===== src/rtl/ham_palette_pixel_decoder_core_macros.svh =====
// Assertion helpers shared by the decoder RTL.
// Each macro expects clk_i and rst_ni in scope.
`ifndef HAM_PALETTE_PIXEL_DECODER_CORE_MACROS_SVH
`define HAM_PALETTE_PIXEL_DECODER_CORE_MACROS_SVH

// Same-cycle implication.
`define HPD_ASSERT_NOW(lbl, ante, cons, msg) \
  lbl: assert property (@(posedge clk_i) disable iff (!rst_ni) (ante) |-> (cons)) \
    else $error(msg);

// Next-cycle implication.
`define HPD_ASSERT_NEXT(lbl, ante, cons, msg) \
  lbl: assert property (@(posedge clk_i) disable iff (!rst_ni) (ante) |=> (cons)) \
    else $error(msg);

`endif


===== src/rtl/hpd_pkg.sv =====
package hpd_pkg;

  // Palette geometry
  localparam int PalDepth = 256;
  localparam int PalAw    = $clog2(PalDepth);

  // APB register map
  localparam int PaddrW = 3;
  localparam logic RegColorMode  = 1'b0;
  localparam logic RegMaskEnable = 1'b1;

  // Color modes (code 3 decodes as indexed)
  localparam logic [1:0] ModeIndexed = 2'd0;
  localparam logic [1:0] ModeHam6    = 2'd1;
  localparam logic [1:0] ModeHam8    = 2'd2;

  // Input opcodes
  localparam logic OpPixel    = 1'b0;
  localparam logic OpPalWrite = 1'b1;

  // HAM control field
  localparam logic [1:0] SelLoad  = 2'd0;
  localparam logic [1:0] SelBlue  = 2'd1;
  localparam logic [1:0] SelRed   = 2'd2;
  localparam logic [1:0] SelGreen = 2'd3;

  // Per-pixel control carried from issue to the color stage
  typedef struct packed {
    logic [1:0] mode;
    logic       mask_en;
    logic       row_start;
    logic [7:0] pixel_value;
    logic       mask_bit;
  } pix_ctl_t;

  // Entry outside the palette reads as zero
  function automatic logic in_range(input logic [7:0] idx);
    return {1'b0, idx} < 9'(PalDepth);
  endfunction

  // Palette entry a pixel needs: indexed code, HAM load base, or entry 0
  // for a row-start reload.
  function automatic logic [7:0] pal_addr(input logic [1:0] mode,
                                          input logic [7:0] pv);
    logic [7:0] addr;
    addr = pv;
    if (mode == ModeHam6) begin
      addr = (pv[5:4] == SelLoad) ? {4'd0, pv[3:0]} : 8'd0;
    end else if (mode == ModeHam8) begin
      addr = (pv[7:6] == SelLoad) ? {2'd0, pv[5:0]} : 8'd0;
    end
    return addr;
  endfunction

endpackage


===== src/rtl/hpd_if.sv =====


// Output pixel channel
interface hpd_out_if;
  logic       valid;
  logic       ready;
  logic [7:0] red;
  logic [7:0] green;
  logic [7:0] blue;
  logic [7:0] alpha;

  modport source (output valid, red, green, blue, alpha, input ready);
  modport sink   (input valid, red, green, blue, alpha, output ready);
endinterface


===== src/rtl/hpd_pixel.sv =====
`include "ham_palette_pixel_decoder_core_macros.svh"

// Color stage: takes the palette word read for a pixel, applies the
// indexed/HAM rules against the held color, and registers the result.
module hpd_pixel (
  input  logic              clk_i,
  input  logic              rst_ni,
  input  logic              issue_i,
  input  hpd_pkg::pix_ctl_t ctl_i,
  output logic              ready_o,
  input  logic [31:0]       word_i,
  hpd_out_if.source         out_if
);

  hpd_pkg::pix_ctl_t s1_q;
  logic              s1_valid_q;
  logic              out_valid_q;
  logic              adv;
  logic [7:0]        red_hold_q, green_hold_q, blue_hold_q;
  logic [7:0]        red_d, green_d, blue_d, alpha_d;
  logic [7:0]        red_q, green_q, blue_q, alpha_q;
  logic [7:0]        base_r, base_g, base_b;
  logic [7:0]        comp;
  logic [1:0]        sel;
  logic              ham6, ham8;

  assign adv     = s1_valid_q && (!out_valid_q || out_if.ready);
  assign ready_o = !s1_valid_q || !out_valid_q || out_if.ready;

  // Color rules
  always_comb begin
    ham6   = s1_q.mode == hpd_pkg::ModeHam6;
    ham8   = s1_q.mode == hpd_pkg::ModeHam8;
    sel    = ham6 ? s1_q.pixel_value[5:4] : s1_q.pixel_value[7:6];
    comp   = ham6 ? {s1_q.pixel_value[3:0], s1_q.pixel_value[3:0]}
                  : {s1_q.pixel_value[5:0], s1_q.pixel_value[5:4]};
    base_r = s1_q.row_start ? word_i[23:16] : red_hold_q;
    base_g = s1_q.row_start ? word_i[15:8]  : green_hold_q;
    base_b = s1_q.row_start ? word_i[7:0]   : blue_hold_q;
    red_d   = word_i[23:16];
    green_d = word_i[15:8];
    blue_d  = word_i[7:0];
    alpha_d = word_i[31:24];
    if (ham6 || ham8) begin
      alpha_d = 8'hff;
      case (sel)
        hpd_pkg::SelBlue: begin
          red_d = base_r; green_d = base_g; blue_d = comp;
        end
        hpd_pkg::SelRed: begin
          red_d = comp; green_d = base_g; blue_d = base_b;
        end
        hpd_pkg::SelGreen: begin
          red_d = base_r; green_d = comp; blue_d = base_b;
        end
        default: begin
          red_d = word_i[23:16]; green_d = word_i[15:8]; blue_d = word_i[7:0];
        end
      endcase
    end
    if (s1_q.mask_en) begin
      alpha_d = s1_q.mask_bit ? 8'hff : 8'h00;
    end
  end

  // Issue stage control, holds and output valid
  always_ff @(posedge clk_i or negedge rst_ni) begin
    if (!rst_ni) begin
      s1_valid_q   <= 1'b0;
      out_valid_q  <= 1'b0;
      red_hold_q   <= 8'd0;
      green_hold_q <= 8'd0;
      blue_hold_q  <= 8'd0;
    end else begin
      if (issue_i) begin
        s1_valid_q <= 1'b1;
      end else if (adv) begin
        s1_valid_q <= 1'b0;
      end
      if (adv) begin
        out_valid_q  <= 1'b1;
        red_hold_q   <= red_d;
        green_hold_q <= green_d;
        blue_hold_q  <= blue_d;
      end else if (out_if.ready) begin
        out_valid_q <= 1'b0;
      end
    end
  end

  // Payload registers
  always_ff @(posedge clk_i) begin
    if (issue_i) begin
      s1_q <= ctl_i;
    end
    if (adv) begin
      red_q   <= red_d;
      green_q <= green_d;
      blue_q  <= blue_d;
      alpha_q <= alpha_d;
    end
  end

  assign out_if.valid = out_valid_q;
  assign out_if.red   = red_q;
  assign out_if.green = green_q;
  assign out_if.blue  = blue_q;
  assign out_if.alpha = alpha_q;

  // A waiting pixel always moves into an empty output register
  `HPD_ASSERT_NEXT(a_s1_drains, s1_valid_q && !out_valid_q, out_valid_q,
                   "pixel stage stalled with empty output")
  // Held color only changes when a pixel completes
  `HPD_ASSERT_NEXT(a_hold_stable, !adv,
                   $stable(red_hold_q) && $stable(green_hold_q) && $stable(blue_hold_q),
                   "held color changed without a pixel")
  // HAM pixels without masking are opaque
  `HPD_ASSERT_NEXT(a_ham_opaque,
                   adv && !s1_q.mask_en && (ham6 || ham8), alpha_q == 8'hff,
                   "HAM pixel not opaque")
  // New pixel never issued over a stalled one
  `HPD_ASSERT_NOW(a_no_overrun, issue_i && s1_valid_q, adv,
                  "pixel issued over stalled pixel")

endmodule


===== src/flat_wrapper.sv =====
// flat-port wrapper written by rule: the top's interface ports become plain ports
module hpd_pixel_flat 
  (clk_i, rst_ni, issue_i, ctl_i, ready_o, word_i, out_if_valid, out_if_red, out_if_green, out_if_blue, out_if_alpha, out_if_ready);
  hpd_out_if out_if_i ();
  input  logic clk_i;
  input  logic rst_ni;
  input  logic issue_i;
  input  hpd_pkg::pix_ctl_t ctl_i;
  output logic ready_o;
  input  logic [31:0] word_i;
  output wire logic [$bits(out_if_i.valid)-1:0] out_if_valid;
  output wire logic [$bits(out_if_i.red)-1:0] out_if_red;
  output wire logic [$bits(out_if_i.green)-1:0] out_if_green;
  output wire logic [$bits(out_if_i.blue)-1:0] out_if_blue;
  output wire logic [$bits(out_if_i.alpha)-1:0] out_if_alpha;
  input wire logic [$bits(out_if_i.ready)-1:0] out_if_ready;
  assign out_if_valid = out_if_i.valid;
  assign out_if_red = out_if_i.red;
  assign out_if_green = out_if_i.green;
  assign out_if_blue = out_if_i.blue;
  assign out_if_alpha = out_if_i.alpha;
  assign out_if_i.ready = out_if_ready;
  hpd_pixel u_core (.clk_i(clk_i), .rst_ni(rst_ni), .issue_i(issue_i), .ctl_i(ctl_i), .ready_o(ready_o), .word_i(word_i), .out_if(out_if_i));
endmodule

===== config.mk =====
export PLATFORM = sky130hd
export DESIGN_NAME = hpd_pixel_flat
export DESIGN_NICKNAME = d
export VERILOG_FILES = /design/src/rtl/hpd_pkg.sv /design/src/rtl/hpd_if.sv /design/src/rtl/hpd_pixel.sv /design/src/flat_wrapper.sv
export VERILOG_INCLUDE_DIRS = /design/src /design/src/rtl
export SDC_FILE = /design/constraint.sdc
export NUM_CORES = 1
export LEC_CHECK = 0
export BUFFER_PORTS_ARGS = -buffer_cell sky130_fd_sc_hd__buf_2
export CORE_ASPECT_RATIO = 1.2
export CORE_MARGIN = 2
export CORE_UTILIZATION = 53
export DETAILED_ROUTE_END_ITERATION = 10
export PLACE_DENSITY = 0.79
export SLEW_MARGIN = 0
export SYNTH_ARGS = -nofsm -noshare
export SYNTH_HDL_FRONTEND = slang
export SYNTH_SLANG_ARGS = --single-unit

===== constraint.sdc =====
create_clock -name clk_i -period 3.1 [get_ports clk_i]
set_input_delay 0.155 -clock clk_i [delete_from_list [all_inputs] [get_ports clk_i]]
set_output_delay 0.155 -clock clk_i [all_outputs]
set_load 0.1 [all_outputs]

# After elaboration in Yosys (flattened, before gate mapping)
# Index checks and enable logic that the tools add are counted.
dict set report classes {
  reduce_logical 12
  n_eq_ne 5
  mux 18
}
# operator count
set op_table {}
lappend op_table {{8-bit 2-to-1 mux} 10}
lappend op_table {{8-bit case mux with 2 select lines} 3}
lappend op_table {{2-bit equality test, second input constant} 3}
lappend op_table {{2-bit OR reduction} 3}
lappend op_table {{2-bit by 1-bit equality test with 1-bit output, second input constant} 2}
lappend op_table {{1-bit logical OR} 4}
lappend op_table {{1-bit 2-to-1 mux} 4}
lappend op_table {{2-bit nonzero test} 2}
lappend op_table {{1-bit zero test} 2}
lappend op_table {{2-bit 2-to-1 mux} 1}
lappend op_table {{1-bit logical AND} 1}
dict set report totals {
  out_inout_bits 34
  ff_bits 71
}

# Logic depth before layout (Yosys ltp)
# Gate-level depths: netlist (run 1).
dict set report depth {
  word_depth 6
  ltp_mapped 11
  mapped_depth_nobuf 9
}

# Worst setup path after synthesis (run 1)
# Ideal clock, no wire load.
dict set report synth_path {
  path_kind {register to register}
  start {reg u_core.out_valid_q, in the netlist u_core.out_if.valid}
  end {reg u_core.green_hold_q[0]}
  period_less_slack_ns 2.463
  t_required_ns 2.970
  slack_ns 0.637
  path_stages_with_launch 6
  arrival_time_ns 2.333
  path_buffers 0
  setup_ns 0.130
  cell_sequence {dfrtp_1 nand2b_1 nand2_1 inv_1 nand2_1 o2bb2ai_1}
}
dict set report synth_via {
  elab_chain_len 3
}
# item line_no
set synth_rtl {}
lappend synth_rtl {{start, declared} hpd_pixel.sv:17} ;# logic out_valid_q;
lappend synth_rtl {{start signal, assigned} hpd_pixel.sv:70} ;# out_valid_q <= 1'b0;
lappend synth_rtl {{start signal, assigned} hpd_pixel.sv:81} ;# out_valid_q <= 1'b1;
lappend synth_rtl {{start signal, assigned} hpd_pixel.sv:86} ;# out_valid_q <= 1'b0;
lappend synth_rtl {{1-bit zero test} hpd_pixel.sv:27} ;# assign adv = s1_valid_q && (!out_valid_q || out_if.ready);
lappend synth_rtl {{1-bit logical OR} hpd_pixel.sv:27}
lappend synth_rtl {{1-bit logical AND} hpd_pixel.sv:27}
lappend synth_rtl {{via u_core.adv} hpd_pixel.sv:18} ;# logic adv;
lappend synth_rtl {{end signal, assigned} hpd_pixel.sv:83} ;# green_hold_q <= green_d;
lappend synth_rtl {{end, declared} hpd_pixel.sv:19} ;# logic [7:0] red_hold_q, green_hold_q, blue_hold_q;
# The timed path passes the listed nets, and every way through them passes these cells.
# A chain may end at the register's enable or synchronous reset.

# Worst setup path in the final report (run 1)
dict set report layout_path {
  start {reg u_core.s1_q[12] (netlist bit)}
  end {reg u_core.blue_hold_q[2]}
}
dict set report layout_via {
  elab_chain_len 6
  word_cells_on_any_way 11
  cone_classes {5 x eq/ne; 4 x mux; 2 x reduce/logical}
}
# item line_no
set layout_rtl {}
lappend layout_rtl {{start, declared} hpd_pixel.sv:15} ;# hpd_pkg::pix_ctl_t s1_q;
lappend layout_rtl {{start signal, assigned} hpd_pixel.sv:94} ;# s1_q <= ctl_i;
lappend layout_rtl {{2-bit by 1-bit equality test with 1-bit output} hpd_pixel.sv:32} ;# ham6 = s1_q.mode == hpd_pkg::ModeHam6;
lappend layout_rtl {{2-bit 2-to-1 mux} hpd_pixel.sv:34} ;# sel = ham6 ? s1_q.pixel_value[5:4] : s1_q.pixel_value[7:6];
lappend layout_rtl {{2-bit equality test} hpd_pixel.sv:46} ;# case (sel)
lappend layout_rtl {{2-bit OR reduction (no source line)} -}
lappend layout_rtl {{8-bit case mux with 2 select lines} hpd_pixel.sv:46}
lappend layout_rtl {{8-bit 2-to-1 mux (*)} hpd_pixel.sv:44} ;# if (ham6 || ham8) begin
lappend layout_rtl {{end signal, assigned} hpd_pixel.sv:84} ;# blue_hold_q <= blue_d;
lappend layout_rtl {{end, declared} hpd_pixel.sv:19}
# Every way passes the cells marked *; elsewhere a longest branch is shown, timed or not.

==> results of run 1 <==
-- state kept, by name, summed over array words and instances, names as in the netlist --
register / count
u_core.blue_hold_q: 8
u_core.green_hold_q: 8
u_core.out_if.alpha: 8
u_core.out_if.blue: 8
u_core.out_if.green: 8
u_core.out_if.red: 8
u_core.out_if.valid: 1
u_core.red_hold_q: 8
u_core.s1_q: 13
u_core.s1_valid_q: 1
-- area by class of cell --
type,count,area share
clock inverter,6,0.0145
tap,82,0.0248
clock buffer,10,0.0333
inverter,6,0.00545
timing repair buffer,102,0.144
multi-input combinational,181,0.294
sequential,71,0.484
-- what timing repair did --
action                                  CTS  global route
endpoints found under the setup margin    0             0
endpoints found under the hold margin    39             0
gates resized for setup                   0             0
hold buffers                             14             0
-- critical path: cells and delay by family (launching register included) --
kind,cells,cell delay (ps)
fa+ha+maj,2,610
compound gates,1,190
mux,1,490
flops,1,360
simple gates,3,970
buf+inv,1,80
-- synthesized netlist by cell type, drive strengths merged --
cell / instances
nand2: 53
edfxtp: 45
o2bb2ai: 40
dfrtp: 26
a21oi: 16
a22oi: 16
clkbuf: 13
mux2i: 10
o21ai: 10
nand2b: 8
o21a: 8
ha: 6
inv: 6
buf: 5
nor2b: 3
mux2: 2
nor3: 2
or3b: 2
and2: 1
dlymetal6s2s: 1
nand3b: 1
nor2: 1
or2: 1
or2b: 1
-- metal layers --
metal | track usage | vias up | part of all wire
met5 | 0 | - | 0
met4 | 0.133 | 0 | 0.034
met3 | 0.0388 | 20 | 0.057
met2 | 0.350 | 105 | 0.49
met1 | 0.262 | 1153 | 0.42
li1 | - | 1216 | -
-- stage by stage --
step | power (µW) | hold WS, ps | cells
finish | 2840 | 89.0 | 458
global route | 2970 | 89.8 | 458
CTS | 2860 | 75.2 | 458
detailed placement | 2120 | 214 | 428
global placement | 2100 | 199 | 428
floorplan | 1960 | -141 | 277
-- final timing paths --
kind	start	slack [ps]	depth (start not counted)	to
min	out_if_ready	90	3	u_core.s1_valid_q$_DFFE_PN0P_
max	u_core.s1_q[12]$_DFFE_PP_	270	8	u_core.blue_hold_q[2]$_DFFE_PN0P_
min in group asynchronous	rst_ni	360	2	u_core.s1_valid_q$_DFFE_PN0P_
max in group asynchronous	rst_ni	2320	2	u_core.blue_hold_q[1]$_DFFE_PN0P_
min reg2reg	u_core.blue_hold_q[7]$_DFFE_PN0P_	490	1	u_core.blue_hold_q[7]$_DFFE_PN0P_
max reg2reg	u_core.s1_q[12]$_DFFE_PP_	270	8	u_core.blue_hold_q[2]$_DFFE_PN0P_
-- report_power, final --
group          internal (µW)  switching, µW
registers               1180           70.6
clock network            389            332
logic                    228            644
total                   1800           1050
-- cells in the final DEF, fill, tap and decap left out, types with 6 or more instances in the layout --
master         count
a21oi_1           16
a22oi_1           16
buf_2             82
buf_4              6
clkbuf_8          10
dfrtp_1           26
dlygate4sd3_1     14
edfxtp_1          45
ha_1               6
inv_1              6
mux2i_1            9
nand2_1           53
nand2b_1           8
o21a_1             8
o21ai_0           10
o2bb2ai_1         40
-- cell families after synthesis --
| family | Yosys count |
|---|---|
| flops | 71 |
| fa+ha+maj | 6 |
| buf+inv | 25 |
| mux | 12 |
| compound gates | 90 |
| simple gates | 73 |
==> results_dict.tcl, run 1 <==
set metrics [dict create \
    status "completed" \
    drt_pass1_iterations 4 \
    postPlaceCellArea_mm2 0.00380 \
    synth.largest_area_cell "edfxtp_1" \
    period_minus_slack_ps 2830 \
    muxShareOfSynthArea 0.0403 \
    wl_per_cell_um 15.3 \
    avgSynthCellArea_um2 12.1 \
    grt_pass1_wl_mm 11.4 \
    detail-route-antenna-nets 0 \
    grt_antenna_before_repair 0 \
    worst_slack_ps 272 \
    synth_cells 277 \
    die-area_mm2 0.00698 \
    crit_slowest_cell "mux2i_1" \
    cts_tree "done" \
    routabilityCongestion 0.818 \
    setup.worst_path.start_class "flop" \
    n_antenna_cell 0 \
    finalNetCount 426 \
    synth_top_family_by_area "compound AO/OA/AOI/OAI gates" \
    placeableCoreArea_mm2 0.00609 \
    required_ps 3320 \
    final_area_mm2 0.00413 \
    layout-drive-gt1-share 0.295 \
    grt_pass1_vias 2412 \
    netlist.area_leader.share 0.403 \
    overflow 0 \
    numCtsBuffers 9 \
    die_width_um 76.6 \
    synth_area_mm2 0.00335 \
    area_growth_pct 23.3 \
    crit_path_max_fanout 9 \
    synth_xor_area_frac 0 \
    ir_drop_v 0.000397 \
    vias 2494 \
    dieHeight_um 91.1 \
    slew_headroom 0.575 \
    cellLeakagePower_uw 0.00173 \
    fin_crit_sh 0.912 \
    rsz0062_at_grt "no" \
    crit_top_cell "ha_1" \
    grt_start_max_net_pins 32 \
    fin_util 0.679 \
    hold_violations 0 \
    port_buffers 82 \
    yosys.area_share.simple 0.102 \
    drtIter0Drc 274 \
    finalSetupTns_ps 0 \
    dp_hpwl_mm 5.03 \
    pin_count 83 \
    grt_usage 0.214 \
    setup_viol 0 \
    synth_seq_cells 71 \
    min_path_type "in2reg" \
    crit_type "reg2reg" \
    slowest_delay_ps 490 \
    crit_arrival_ps 3050 \
    cts_root_buffer "clkbuf_8" \
    multi_input_area_mm2 0.00121 \
    crit_chain "inv_1, ha_1, mux2i_1, ha_1, or2_0, nor3_2, nand2b_1, o2bb2ai_1" \
    yosys-top-cells-area "edfxtp_1 40%, dfrtp_1 19%, o2bb2ai_1 10%" \
    drv_slew 0 \
    clkSlewWorstSetupHoldPaths_ps 70 \
    post_cts_buffers 0 \
    fin_worst_skew_ps 8.94 \
    synth_compound_area_frac 0.197 \
    viasPerCell 5.45 \
    register_area_mm2 0.00200 \
    seq_area_frac_synth 0.597 \
    tightest_slew_ps 638 \
    syn-num-nets 332 \
    maxCapViolations 0 \
    cp-end-kind "flop" \
    clock-sinks 71 \
    ctsHtreeMaxLevel 3 \
    synth.distinct_cells 28 \
    wl_mm 7.02 \
    power.density_mw_per_mm2 688 \
    rows 31 \
    drc_errors 0 \
    fmax_ghz 0.354 \
    clk-insertion-delay-late_ps 340 \
    ys_warn_count 0 \
    clock_path_buffers 2 \
    initial_utilization 0.551 \
    fill_cells 489 \
    pre_cts_ws_ps 284 \
    synth-adder-area-share 0.0224 \
]
Power figures use the tool's default switching activity.
==> run 2, diff against run 1 <==
--- a/config.mk
+++ b/config.mk
@@ -9,9 +9,8 @@
 export BUFFER_PORTS_ARGS = -buffer_cell sky130_fd_sc_hd__buf_2
 export CORE_ASPECT_RATIO = 1.2
 export CORE_MARGIN = 2
-export CORE_UTILIZATION = 53
+export CORE_UTILIZATION = 40
 export DETAILED_ROUTE_END_ITERATION = 10
-export PLACE_DENSITY = 0.79
 export SLEW_MARGIN = 0
 export SYNTH_ARGS = -nofsm -noshare
 export SYNTH_HDL_FRONTEND = slang
==> run 2 against run 1 <==
Against the previous run:
- clock skew up 1.2 ps
- fmax up 5.3%
- non-clock buffer count up 1
- worst hold slack better by 1.5 ps
- register-to-register slack better by 140 ps
- worst setup slack better by 140 ps
- clock power up 17%
- critical path type unchanged
==> results_dict.tcl, run 2 (synthesis gave the netlist of run 1 again) <==
set metrics [dict create \
    status "completed" \
    reg2reg_slack_ps 410 \
    required_ps 3270 \
    dp_hpwl_mm 5.47 \
    ctsHtreeMaxLevel 3 \
    placeableCoreArea_mm2 0.00815 \
    grtUsageMet3 0.0460 \
    min_path_type "in2reg" \
    area_growth_pct 26.1 \
    port_buffers 82 \
    cts_root_buffer "clkbuf_8" \
    fin_util 0.519 \
    finalSetupTns_ps 0 \
    numCtsBuffers 9 \
    routabilityCongestion 0.795 \
    top_register "u_core.s1_q" \
    reg2reg_to "u_core.out_if.green[4]$_DFFE_PP_" \
    fill_cells 730 \
    clkSlewWorstSetupHoldPaths_ps 80 \
    drv_slew 0 \
    dieHeight_um 104 \
    final_common_cell "buf_2" \
    finalPower_uw 2970 \
    rsz0062_at_grt "no" \
    crit_type "reg2reg" \
    die_width_um 87.6 \
    crit_path_max_fanout 5 \
    drc_errors 0 \
    power.density_mw_per_mm2 704 \
    overflow 0 \
    drtIter0Drc 109 \
    rr_worst_depth 9 \
    slew_headroom 0.562 \
    clock_path_buffers 2 \
    fin_cells 491 \
    grt_usage 0.183 \
    hp-start "out_if_ready" \
    period_minus_slack_ps 2690 \
    hold_violations 0 \
    worstReg2RegStart "u_core.s1_q[12]$_DFFE_PP_" \
    n_antenna_cell 0 \
    gr-usage-met2 0.295 \
    setup.worst_path.start_class "flop" \
    cts_tree "done" \
    viasPerCell 5.14 \
    pin_count 83 \
    min_to "u_core.out_if.valid$_DFFE_PN0P_" \
    rows 36 \
    wl_per_cell_um 15.9 \
    setup_viol 0 \
    grt_start_max_net_pins 27 \
    clock-sinks 71 \
    min_path_cells 3 \
    die-area_mm2 0.00913 \
    maxCapViolations 0 \
    cellLeakagePower_uw 0.00175 \
    mostFrequentLayoutCells "82 x buf_2, 53 x nand2_1, 45 x edfxtp_1" \
    finalNetCount 427 \
    ctsResizeCount 0 \
    post_cts_buffers 0 \
    cp-end-kind "flop" \
    layout-drive-gt1-share 0.297 \
    wl_mm 7.81 \
    dp.cells 461 \
    vias 2526 \
    fin_crit_sh 0.866 \
    tightest_slew_ps 657 \
    grt_util_met1 0.237 \
    grt_pass1_wl_mm 12.8 \
    crit_arrival_ps 2850 \
    detail-route-antenna-nets 0 \
    initial_utilization 0.411 \
    drt_pass1_iterations 4 \
    grt_pass1_vias 2632 \
    fin_worst_skew_ps 10.1 \
    crit_path_start "u_core.s1_q[12]$_DFFE_PP_" \
    ir_drop_v 0.000329 \
    grt_antenna_before_repair 0 \
    clk-insertion-delay-late_ps 340 \
    hold_slack_ps 90.5 \
    largest_reg_flops 13 \
    top_usage_layer "met2" \
    fmax_ghz 0.372 \
]
==> run 2: cell types whose count changed in the layout (fill, tap and decap cells not counted), sizes merged <==
| cell | delta |
|---|---|
| buf | +1 |
| clkbuf | +1 |
| bufinv | +1 |
| clkinv | -2 |
==> run 2: critical path, stage by stage, from the launching register on <==
cell and delay (ps):
edfxtp_1 370, inv_1 80, ha_1 260, mux2i_1 470, inv_1 150, ha_1 320
nor2b_1 330, buf_4 210, a22oi_1 80, o21ai_0 230
==> run 2: worst max path at each step <==
stage               depth (start not counted)  slack [ps]                                  to
finish                                      9         410    u_core.out_if.green[4]$_DFFE_PP_
global placement                            9         550    u_core.out_if.green[5]$_DFFE_PP_
global route                                9         200    u_core.out_if.green[4]$_DFFE_PP_
floorplan                                   5         640  u_core.green_hold_q[0]$_DFFE_PN0P_
CTS                                         9         410    u_core.out_if.green[4]$_DFFE_PP_
detailed placement                          9         420    u_core.out_if.green[4]$_DFFE_PP_
==> run 2: repair_timing <==
item,4_1_cts,5_1_grt
endpoints found under the setup margin,0,0
hold endpoints to repair,39,0
hold buffers,14,0
==> run 2: stage by stage <==
stage          worst slack [ps]  area (µm²)
2_1_floorplan               637        3350
3_3_place_gp                550        3860
3_5_place_dp                423        3860
4_1_cts                     407        4230
5_1_grt                     198        4230
6_report                    414        4230
==> run 2: layout make-up <==
| cell class | instances | area (µm²) | share of cell area |
|---|---|---|---|
| clock buffers | 11 | 151 | 0.0358 |
| clock inverters | 5 | 80.1 | 0.0189 |
| inverters | 6 | 22.5 | 0.00533 |
| multi-input cells | 181 | 1210 | 0.287 |
| flip-flops and latches | 71 | 2000 | 0.474 |
| well taps | 114 | 143 | 0.0337 |
| repair buffers | 103 | 616 | 0.146 |
==> run 2: where the power goes <==
part / leakage, µW / switching, µW / internal, µW
Combinational: 0.000885 / 651 / 234
Clock: 0.000112 / 343 / 495
Sequential: 0.000753 / 70.9 / 1180
==> run 2: layer usage <==
metal | vias up | part of all wire
met2 | 105 | 0.48
met5 | - | 0
met1 | 1185 | 0.44
li1 | 1222 | -
met4 | 0 | 0.021
met3 | 14 | 0.059
